$ cat src/rtl/dxt_pkg.sv
package dxt_pkg;

  localparam logic [1:0] FMT_DXT1 = 2'd0;
  localparam logic [1:0] FMT_DXT3 = 2'd1;
  localparam logic [1:0] FMT_DXT5 = 2'd2;

  localparam int IN_DATA_W  = 128;
  localparam int OUT_DATA_W = 40;

  // colour palette as argb8888 and the eight-entry alpha table
  typedef struct packed {
    logic [3:0][31:0] color;
    logic [7:0][7:0]  alpha;
  } dxt_pal_t;

  // everything the pixel sequencer needs for one block
  typedef struct packed {
    dxt_pal_t    pal;
    logic [31:0] cidx;
    logic [63:0] abits;
  } dxt_blk_t;

  // reciprocal multiply, exact for x below 768
  function automatic logic [7:0] div3(input logic [9:0] x);
    logic [20:0] prod;
    prod = {11'd0, x} * 21'd683;
    return prod[18:11];
  endfunction

  // exact for x below 1792
  function automatic logic [7:0] div7(input logic [10:0] x);
    logic [22:0] prod;
    prod = {12'd0, x} * 23'd2341;
    return prod[21:14];
  endfunction

  // exact for x below 1280
  function automatic logic [7:0] div5(input logic [10:0] x);
    logic [22:0] prod;
    prod = {12'd0, x} * 23'd3277;
    return prod[21:14];
  endfunction

endpackage

$ cat src/rtl/dxt_pixel_seq.sv
module dxt_pixel_seq (
  input  logic              clk,
  input  logic              rst_n,
  input  logic [1:0]        fmt,
  input  logic              blk_valid,
  input  dxt_pkg::dxt_blk_t blk,
  output logic              blk_take,
  output logic              out_tvalid,
  input  logic              out_tready,
  output logic [dxt_pkg::OUT_DATA_W-1:0] out_tdata,
  output logic              out_tlast
);

  logic              busy_r;
  logic [3:0]        cnt_r;
  dxt_pkg::dxt_pal_t pal_r;
  logic [31:0]       cidx_r;
  logic [63:0]       abits_r;
  logic              out_valid_r;
  logic [31:0]       out_argb_r;
  logic [3:0]        out_pos_r;
  logic              out_last_r;

  logic        emit;
  logic        done;
  logic [31:0] px;

  assign emit     = busy_r && (!out_valid_r || out_tready);
  assign done     = emit && (&cnt_r);
  assign blk_take = blk_valid && (!busy_r || done);

  always_comb begin
    px = pal_r.color[cidx_r[1:0]];
    case (fmt)
      dxt_pkg::FMT_DXT3: px[31:24] = {abits_r[3:0], abits_r[3:0]};
      dxt_pkg::FMT_DXT5: px[31:24] = pal_r.alpha[abits_r[2:0]];
      default: ;
    endcase
  end

  always_ff @(posedge clk) begin
    if (!rst_n) begin
      busy_r      <= 1'b0;
      out_valid_r <= 1'b0;
    end else begin
      if (blk_take) begin
        busy_r <= 1'b1;
      end else if (done) begin
        busy_r <= 1'b0;
      end
      if (emit) begin
        out_valid_r <= 1'b1;
      end else if (out_tready) begin
        out_valid_r <= 1'b0;
      end
    end
  end

  // index words shift down one pixel per emitted transaction
  always_ff @(posedge clk) begin
    if (blk_take) begin
      pal_r  <= blk.pal;
      cidx_r <= blk.cidx;
      cnt_r  <= 4'd0;
      if (fmt == dxt_pkg::FMT_DXT5) begin
        abits_r <= {16'd0, blk.abits[63:16]};
      end else begin
        abits_r <= blk.abits;
      end
    end else if (emit) begin
      cnt_r  <= cnt_r + 4'd1;
      cidx_r <= {2'b00, cidx_r[31:2]};
      if (fmt == dxt_pkg::FMT_DXT5) begin
        abits_r <= {3'b000, abits_r[63:3]};
      end else begin
        abits_r <= {4'h0, abits_r[63:4]};
      end
    end
    if (emit) begin
      out_argb_r <= px;
      out_pos_r  <= cnt_r;
      out_last_r <= &cnt_r;
    end
  end

  assign out_tvalid = out_valid_r;
  assign out_tdata  = {4'h0, out_pos_r[1:0], out_pos_r[3:2], out_argb_r};
  assign out_tlast  = out_last_r;

endmodule

$ cat config.mk
export PLATFORM = sky130hd
export DESIGN_NAME = dxt_pixel_seq
export DESIGN_NICKNAME = d
export VERILOG_FILES = /design/src/rtl/dxt_pkg.sv /design/src/rtl/dxt_pixel_seq.sv
export SDC_FILE = /design/constraint.sdc
export NUM_CORES = 1
export LEC_CHECK = 0
export BUFFER_PORTS_ARGS = -buffer_cell sky130_fd_sc_hd__buf_2
export CORE_MARGIN = 1
export CORE_UTILIZATION = 48
export DETAILED_ROUTE_END_ITERATION = 12
export HOLD_SLACK_MARGIN = 0.12
export PLACE_DENSITY = 0.86
export SLEW_MARGIN = 20
export SYNTH_ARGS = -nofsm -noshare
export SYNTH_HDL_FRONTEND = slang
export SYNTH_SLANG_ARGS = --single-unit
$ cat constraint.sdc
create_clock -name clk -period 4.53 [get_ports clk]
set_input_delay 0.906 -clock clk [delete_from_list [all_inputs] [get_ports clk]]
set_output_delay 0.906 -clock clk [all_outputs]
set_load 0.01 [all_outputs]
## Word-level counts from Yosys, hierarchy flattened

Cells that the tools add are included.

| cells by class | value |
|---|---|
| reduce and logical (&&, ||, !) cells | 11 |
| equality and inequality tests | 2 |
| multipliers | 0 |
| bitwise gates (word level) | 0 |
| shifts and indexed selects | 0 |
| order comparisons | 2 |
| $add $sub $neg | 1 |
| divide/modulo/power cells | 0 |
| mux-type cells | 15 |

Operator list:

| kind | count |
|---|---|
| $mux 64 | 3 |
| $mux 32 | 3 |
| $bmux 32 s2 | 1 |
| $mux 61 | 1 |
| $bmux 8 s3 | 1 |
| $pmux 8 s2 | 1 |
| $mux 8 | 1 |
| $reduce_bool 2->1 | 3 |
| $add 4x1->4 const B | 1 |
| $lt 3x4->1 const B | 1 |
| $mux 1 | 4 |
| $reduce_and 4->1 | 1 |
| $logic_and 1x1->1 | 3 |
| $lt 2x3->1 const B | 1 |
| $eq 2x1->1 const B | 1 |
| $eq 2x2->1 const B | 1 |
| $logic_not 1->1 | 2 |
| $logic_or 1x1->1 | 2 |

| word-level totals | value |
|---|---|
| memories kept | 0 |
| ROM bits | 0 |
| memory bits (writable) | 0 |
| bits in registers | 331 |
| output and inout port bits | 43 |
| latch bits | 0 |
| logic and storage cells | 51 |
| bits of input ports | 294 |

## Depth between registers and ports, before layout

Gate-level depths: netlist of run 1.

| depth | value |
|---|---|
| depth after elaboration | 7 |
| gate-level depth with buffers | 8 |
| depth with buffers taken out | 6 |

## Least setup slack after synthesis of run 1

Ideal clock, no wire load.

| path | value |
|---|---|
| path type | input port to output port |
| start | in out_tready |
| end | out blk_take |
| cell stages on the path | 6 |
| setup slack | -0.332 ns |
| path buffers | 3 |
| arrival time | 3.956 ns |
| data required time | 3.624 ns |
| cells stage by stage | nand2b_1 buf_2 a31oi_4 inv_2 buf_4 buf_2 |

| on the way | value |
|---|---|
| cells in the longest elaborated chain, start to end | 5 |

Ends and longest elaborated chain:

| what | line | source |
|---|---|---|
| start, declared | dxt_pixel_seq.sv:9 | `input logic out_tready,` |
| $logic_or 1x1->1 | dxt_pixel_seq.sv:28 | `assign emit = busy_r && (!out_valid_r \|\| out_tready);` |
| $logic_and 1x1->1 | dxt_pixel_seq.sv:28 |  |
| $logic_and 1x1->1 | dxt_pixel_seq.sv:29 | `assign done = emit && (&cnt_r);` |
| $logic_or 1x1->1 | dxt_pixel_seq.sv:30 | `assign blk_take = blk_valid && (!busy_r \|\| done);` |
| $logic_and 1x1->1 | dxt_pixel_seq.sv:30 |  |
| end, declared | dxt_pixel_seq.sv:7 | `output logic blk_take,` |

No other way between the ends.

## Worst setup path after layout of run 1

| path | value |
|---|---|
| start | reg cnt_r[0] |
| end | out blk_take |

| on the way | value |
|---|---|
| cells in the longest elaborated chain, start to end | 4 |

Ends and longest elaborated chain:

| what | line | source |
|---|---|---|
| start, declared | dxt_pixel_seq.sv:15 | `logic [3:0] cnt_r;` |
| start signal, assigned | dxt_pixel_seq.sv:71 | `cnt_r <= cnt_r + 4'd1;` |
| $reduce_and 4->1 | dxt_pixel_seq.sv:29 |  |
| $logic_and 1x1->1 | dxt_pixel_seq.sv:29 |  |
| $logic_or 1x1->1 | dxt_pixel_seq.sv:30 |  |
| $logic_and 1x1->1 | dxt_pixel_seq.sv:30 |  |

No other way between the ends.

==> results of run 1 <==
cell type report:
type / instances / area [um2]
multi-input cells: 287 / 3189
diodes: 3 / 7.507
clock buffers: 46 / 959.7
clock inverters: 18 / 140.1
flip-flops and latches: 331 / 9879
inverters: 5 / 26.28
fillers: 1952 / 10620
repair buffers: 342 / 1774
well taps: 341 / 426.7
flip-flops by register name (all words and copies together), names as in the netlist:
signal / cells
abits_r: 64
out_tvalid: 1
out_pos_r: 4
out_argb_r: 32
cidx_r: 32
pal_r: 192
out_tlast: 1
busy_r: 1
cnt_r: 4
synth_stat cells (all sizes together):
library cell    n
a21boi          1
a21oi           2
a22oi           6
a2bb2oi         1
a31oi           1
a32oi           6
and2            5
and3            2
buf            31
clkbuf         11
conb            1
dfxtp           6
edfxtp        325
ha              3
inv             5
mux2i          12
mux4           96
nand2          97
nand2b          1
nand3          18
nand3b          1
nand4           1
nand4b          1
nor2            4
nor2b           1
nor3b           1
o21a            1
o21ai          19
xor2            3
routing by layer:
| layer | vias up | track usage [%] |
|---|---|---|
| li1 | 3375 | - |
| met1 | 3751 | 26.23 |
| met2 | 494 | 37.69 |
| met3 | 76 | 6.182 |
| met4 | 2 | 7.945 |
| met5 | - | 0 |
power by group through the flow:
stage	Sequential, mW	Clock, mW	Combinational (mW)
final	3.84	2.74	0.762
after global routing	3.86	2.90	0.822
after CTS	3.84	2.80	0.774
after detailed placement	3.90	0	0.769
after global placement	3.89	0	0.749
after floorplan	3.85	0	0.477
through the flow:
stage                     area, um2  hold WS, ns  cells  utilization (%)  worst slack [ns]
after floorplan               13290       0.4417    665                -            0.2538
after global placement        15300       0.4557   1306            56.60             1.511
after detailed placement      15300       0.4744   1306            56.60             1.494
after CTS                     16400       0.4948   1370            60.67             1.359
after global routing          16400       0.5096   1371            60.68             1.234
final                         16400       0.5019   1373            60.69             1.359
cell families (layout without fill, tap and decap cells):
kind of cell	count (synthesis)	after routing	share of synthesized area (%)
AND/OR/NAND/NOR	132	132	4.224
multiplexers	108	108	17.20
adder cells (fa/ha/maj)	3	3	0.2829
AO/OA/AOI/OAI	37	37	1.867
XOR/XNOR	3	3	0.1980
other	1	7	0.02826
buffers and inverters	47	411	1.763
flip-flops	331	331	74.44
critical path: stages, from the launching register on:
cell	delay, ns
dfxtp_1	0.39
ha_1	0.19
and3_1	0.27
a31oi_4	0.15
inv_8	0.44
buf_2	0.25
how the worst max path moves through the flow:
stage | from | end | slack (ns) | cells after the start
final | cnt_r[0] | blk_take | 1.36 | 5
after global routing | cnt_r[0] | blk_take | 1.23 | 5
after CTS | cnt_r[0] | blk_take | 1.36 | 5
after detailed placement | out_tready | blk_take | 1.49 | 5
after global placement | out_tready | blk_take | 1.51 | 5
after floorplan | out_tready | abits_r[0] | 0.25 | 5
==> impl_metrics.yaml, run 1 <==
global_route:
  grt-ovfl-total: 0
  grt_usage_pct: 21.84
  first_global_vias: 8095
  grt_max_degree: 162
  antenna_found_initial: 4
  grt_pass1_wl_um: 45320
cells_and_area:
  area_growth_pct: 23.60
  final_common_cell: "buf_2"
  drive_gt1_share_pct: 47.81
  final_cell_mix: "buf_2, edfxtp_1, nand2_1, mux4_2, clkbuf_16"
  num-nets-final: 1300
pwr:
  power_mw: 7.339
  internal_power_mw: 5.666
  switching_share_pct: 22.81
  seq_power_share_pct: 52.3
  vdd_drop_max_mv: 0.3211
  clockPowerShare_pct: 37.3
  p_switching_mw: 1.674
  p_leak_nw: 6.208
  combPwrFrac_pct: 10.4
  power.density_nw_per_um2: 447.4
routing:
  top_layer: "met5"
  first_iter_violations: 885
  ant_nets: 0
  met1_length_um: 11060
  wl_um: 30930
  via_per_inst: 5.607
  vias: 7698
  route.met3.wl_um: 3150
  firstDrtPassIters: 5
  wl_per_cell_um: 22.53
  dr_wl_met2_um: 15690
  drc_errors: 0
min_path:
  min_delay_path_depth: 0
  min_path_type: "reg -> reg"
  holdPathEnd: "out_pos_r[3]"
  min_from: "cnt_r[3]"
die:
  die_area_um2: 28320
  coreArea_um2: 27030
  rows: 60
  die_h_um: 168.3
  num_io_pins: 337
  start_util_pct: 49.11
  fp.dieW_um: 168.3
critical_path:
  r2r_slack_ns: 1.89
  r2r-end: "abits_r[38]"
  end_kind: "output port"
  path_max_fanout: 79
  worstPathRequired_ns: 3.62
  path_class: "reg -> out"
  r2r_start: "cnt_r[0]"
  reg2reg_depth: 6
  setup.worst_path.start_class: "register"
  cp.arrival_ns: 2.27
clocking:
  cts_buffers: 36
  clock_latency_ns: 0.53
  ctsResizeCount: 0
  h-tree-depth: 2
  holdBufCountCts: 0
  clkTransAtPathRegs_ns: 0.07
  clockBufferDepth: 3
  clock_sinks: 331
  post-cts-setup-buffers: 0
  root_buffer: "clkbuf_16"
  cts_tree: "done"
sta:
  post-route-period-util_pct: 70.01
  worst_slew_margin_rel_pct: 26.15
  max_freq_ghz: 0.3153
  setup_total_negative_slack_ns: 0
  finalHoldViolations: 0
  period_minus_slack_ns: 3.171
  tightest_slew_ns: 1.108
  fin_worst_skew_ns: 0.02275
  slew_violations: 0
  rsz0062_at_grt: "no"
  finalSetupViolCount: 0
synthesis:
  ys_ff_latch: 331
  ys_seq_area_share_pct: 74.44
  syn_area_per_cell_um2: 20.05
  synth_area_leader_cell: "edfxtp_1"
  synth.area.top_cells: "edfxtp_1, mux4_2, nand2_1"
  syn_area_um2: 13270
  syn_inst: 662
  yosys_warnings: 0
  yosys.area.top_type_share_pct: 73.54
  ys_types: 33
place:
  gp_congestion: 0.8322
  dp_hpwl_um: 21620
  place.port_buffers: 332
status:
  outcome: "finished, final reports clean"
flow_run:
  cap_violations: 0
Power figures use the tool's default switching activity.
==> run 2: changes to the inputs <==
==> constraint.sdc (replaced) <==
create_clock -name clk -period 2.65 [get_ports clk]
set_input_delay 0.53 -clock clk [delete_from_list [all_inputs] [get_ports clk]]
set_output_delay 0.53 -clock clk [all_outputs]
set_load 0.01 [all_outputs]
==> impl_metrics.yaml, run 2 (synthesized netlist as in run 1, its figures left out) <==
critical_path:
  reg2reg_depth: 8
  r2r_slack_ns: 0.33
  r2r_start: "cnt_r[0]"
  setup.worst_path.start_class: "register"
  worstPathRequired_ns: 2.12
  r2r-end: "abits_r[61]"
  cp.arrival_ns: 1.98
  path_max_fanout: 22
  end_kind: "output port"
  path_class: "reg -> out"
global_route:
  grt_pass1_wl_um: 46020
  grt_usage_pct: 22.33
  grt_max_degree: 92
  antenna_found_initial: 5
  first_global_vias: 8004
  grt-ovfl-total: 0
pwr:
  internal_power_mw: 9.647
  combPwrFrac_pct: 11.4
  power_mw: 12.53
  clockPowerShare_pct: 36.7
  power.density_nw_per_um2: 753.6
  vdd_drop_max_mv: 0.6650
  seq_power_share_pct: 52.0
  switching_share_pct: 22.99
  p_leak_nw: 6.317
  p_switching_mw: 2.879
routing:
  first_iter_violations: 782
  firstDrtPassIters: 5
  vias: 7797
  wl_um: 31860
  via_per_inst: 5.617
  wl_per_cell_um: 22.95
  drc_errors: 0
  ant_nets: 0
min_path:
  holdPathEnd: "pal_r[107]"
  min_from: "blk[203]"
  min_path_type: "in -> reg"
  min_delay_path_depth: 1
cells_and_area:
  num-nets-final: 1317
  drive_gt1_share_pct: 48.85
  registers.top_by_ff_count: "pal_r"
  area_growth_pct: 25.24
  reg.largest.list: "pal_r (192), abits_r (64)"
  final_common_cell: "buf_2"
  largest_reg_flops: 192
  final_cell_mix: "buf_2, edfxtp_1, nand2_1, mux4_2, clkbuf_16"
die:
  num_io_pins: 337
  start_util_pct: 49.11
  fp.dieW_um: 168.3
  coreArea_um2: 27030
  die_h_um: 168.3
  die_area_um2: 28320
  rows: 60
clocking:
  h-tree-depth: 2
  holdBufCountCts: 0
  clock_latency_ns: 0.51
  clock_sinks: 331
  root_buffer: "clkbuf_16"
  clkTransAtPathRegs_ns: 0.06
  clockBufferDepth: 3
  cts_tree: "done"
  cts_buffers: 35
sta:
  slew_violations: 0
  period_minus_slack_ns: 2.513
  postLayoutSetupSlackWorst_ns: 0.1370
  post-route-period-util_pct: 94.83
  rsz0062_at_grt: "no"
  timing.hold.ws_ns: 0.1807
  finalHoldViolations: 0
  max_freq_ghz: 0.3979
  worst_slew_margin_rel_pct: 63.01
  fin_worst_skew_ns: 0.01592
  finalSetupViolCount: 0
  tightest_slew_ns: 0.5524
place:
  gp_congestion: 0.8730
  dp_hpwl_um: 22760
  place.port_buffers: 332
  pre_cts_ws_ns: 0.3663
status:
  outcome: "finished, final reports clean"
flow_run:
  cap_violations: 0
[run 2: cell types whose count changed in the layout (fill, tap and decap cells not counted), sizes merged]
cell      before  now
clkbuf        46   42
clkinvlp       0    1
diode          3    1
inv            7    8
clkinv        15   17
buf          342  359
[run 2: how the worst max path moves through the flow]
stage               start     endpoint  slack [ns]
2_1_floorplan  out_tready     blk_take       -0.09
3_3_place_gp   out_tready  abits_r[61]        0.41
3_5_place_dp   out_tready  abits_r[61]        0.37
4_1_cts          cnt_r[0]     blk_take        0.08
5_1_grt          cnt_r[0]     blk_take        0.04
6_report         cnt_r[0]     blk_take        0.14
[run 2: area by class of cell]
type / instances / area, um2
Timing Repair Buffer: 359 / 2014
Timing Repair inverter: 1 / 8.758
Multi-Input combinational cell: 287 / 3189
Clock buffer: 42 / 923.4
Inverter: 5 / 31.28
Clock inverter: 21 / 145.1
Sequential cell: 331 / 9879
Fill cell: 1891 / 10410
Tap cell: 341 / 426.7
Antenna cell: 1 / 2.502
[run 2: per-layer routing]
metal	track usage, %	share of wire, %	up-vias
met4	7.273	3.2	6
met3	6.794	9.8	74
met1	26.98	36	3838
met2	38.41	51	468
met5	0	0.11	-
li1	-	-	3411
[run 2: critical path: stages (launching register included)]
cell and delay (ns):
dfxtp_1 0.34, ha_1 0.22, and3_1 0.23, a31oi_4 0.24, clkinv_8 0.21, buf_2 0.22
[run 2: power groups by stage]
stage	Clock [mW]	Combinational [mW]	Sequential [mW]
global placement	0	1.39	6.59
floorplan	0	0.818	6.56
finish	4.59	1.42	6.51
detailed placement	0	1.43	6.61
global route	4.84	1.53	6.55
CTS	4.66	1.44	6.51
[run 2: stage by stage]
stage          setup TNS [ns]  instance area (um2)  utilization, %  instances
5_1_grt                     0                16620           61.50       1388
4_1_cts                     0                16600           61.41       1385
3_3_place_gp                0                15530           57.46       1322
6_report                    0                16620           61.50       1388
2_1_floorplan        -0.09249                13300               -        665
3_5_place_dp                0                15530           57.46       1322
[run 2: what timing repair did]
item | 4_1_cts | 5_1_grt
gates resized for setup | 0 | 1
setup endpoints to repair | 0 | 1
buffers inserted | 0 | 1
endpoints found under the hold margin | 0 | 0
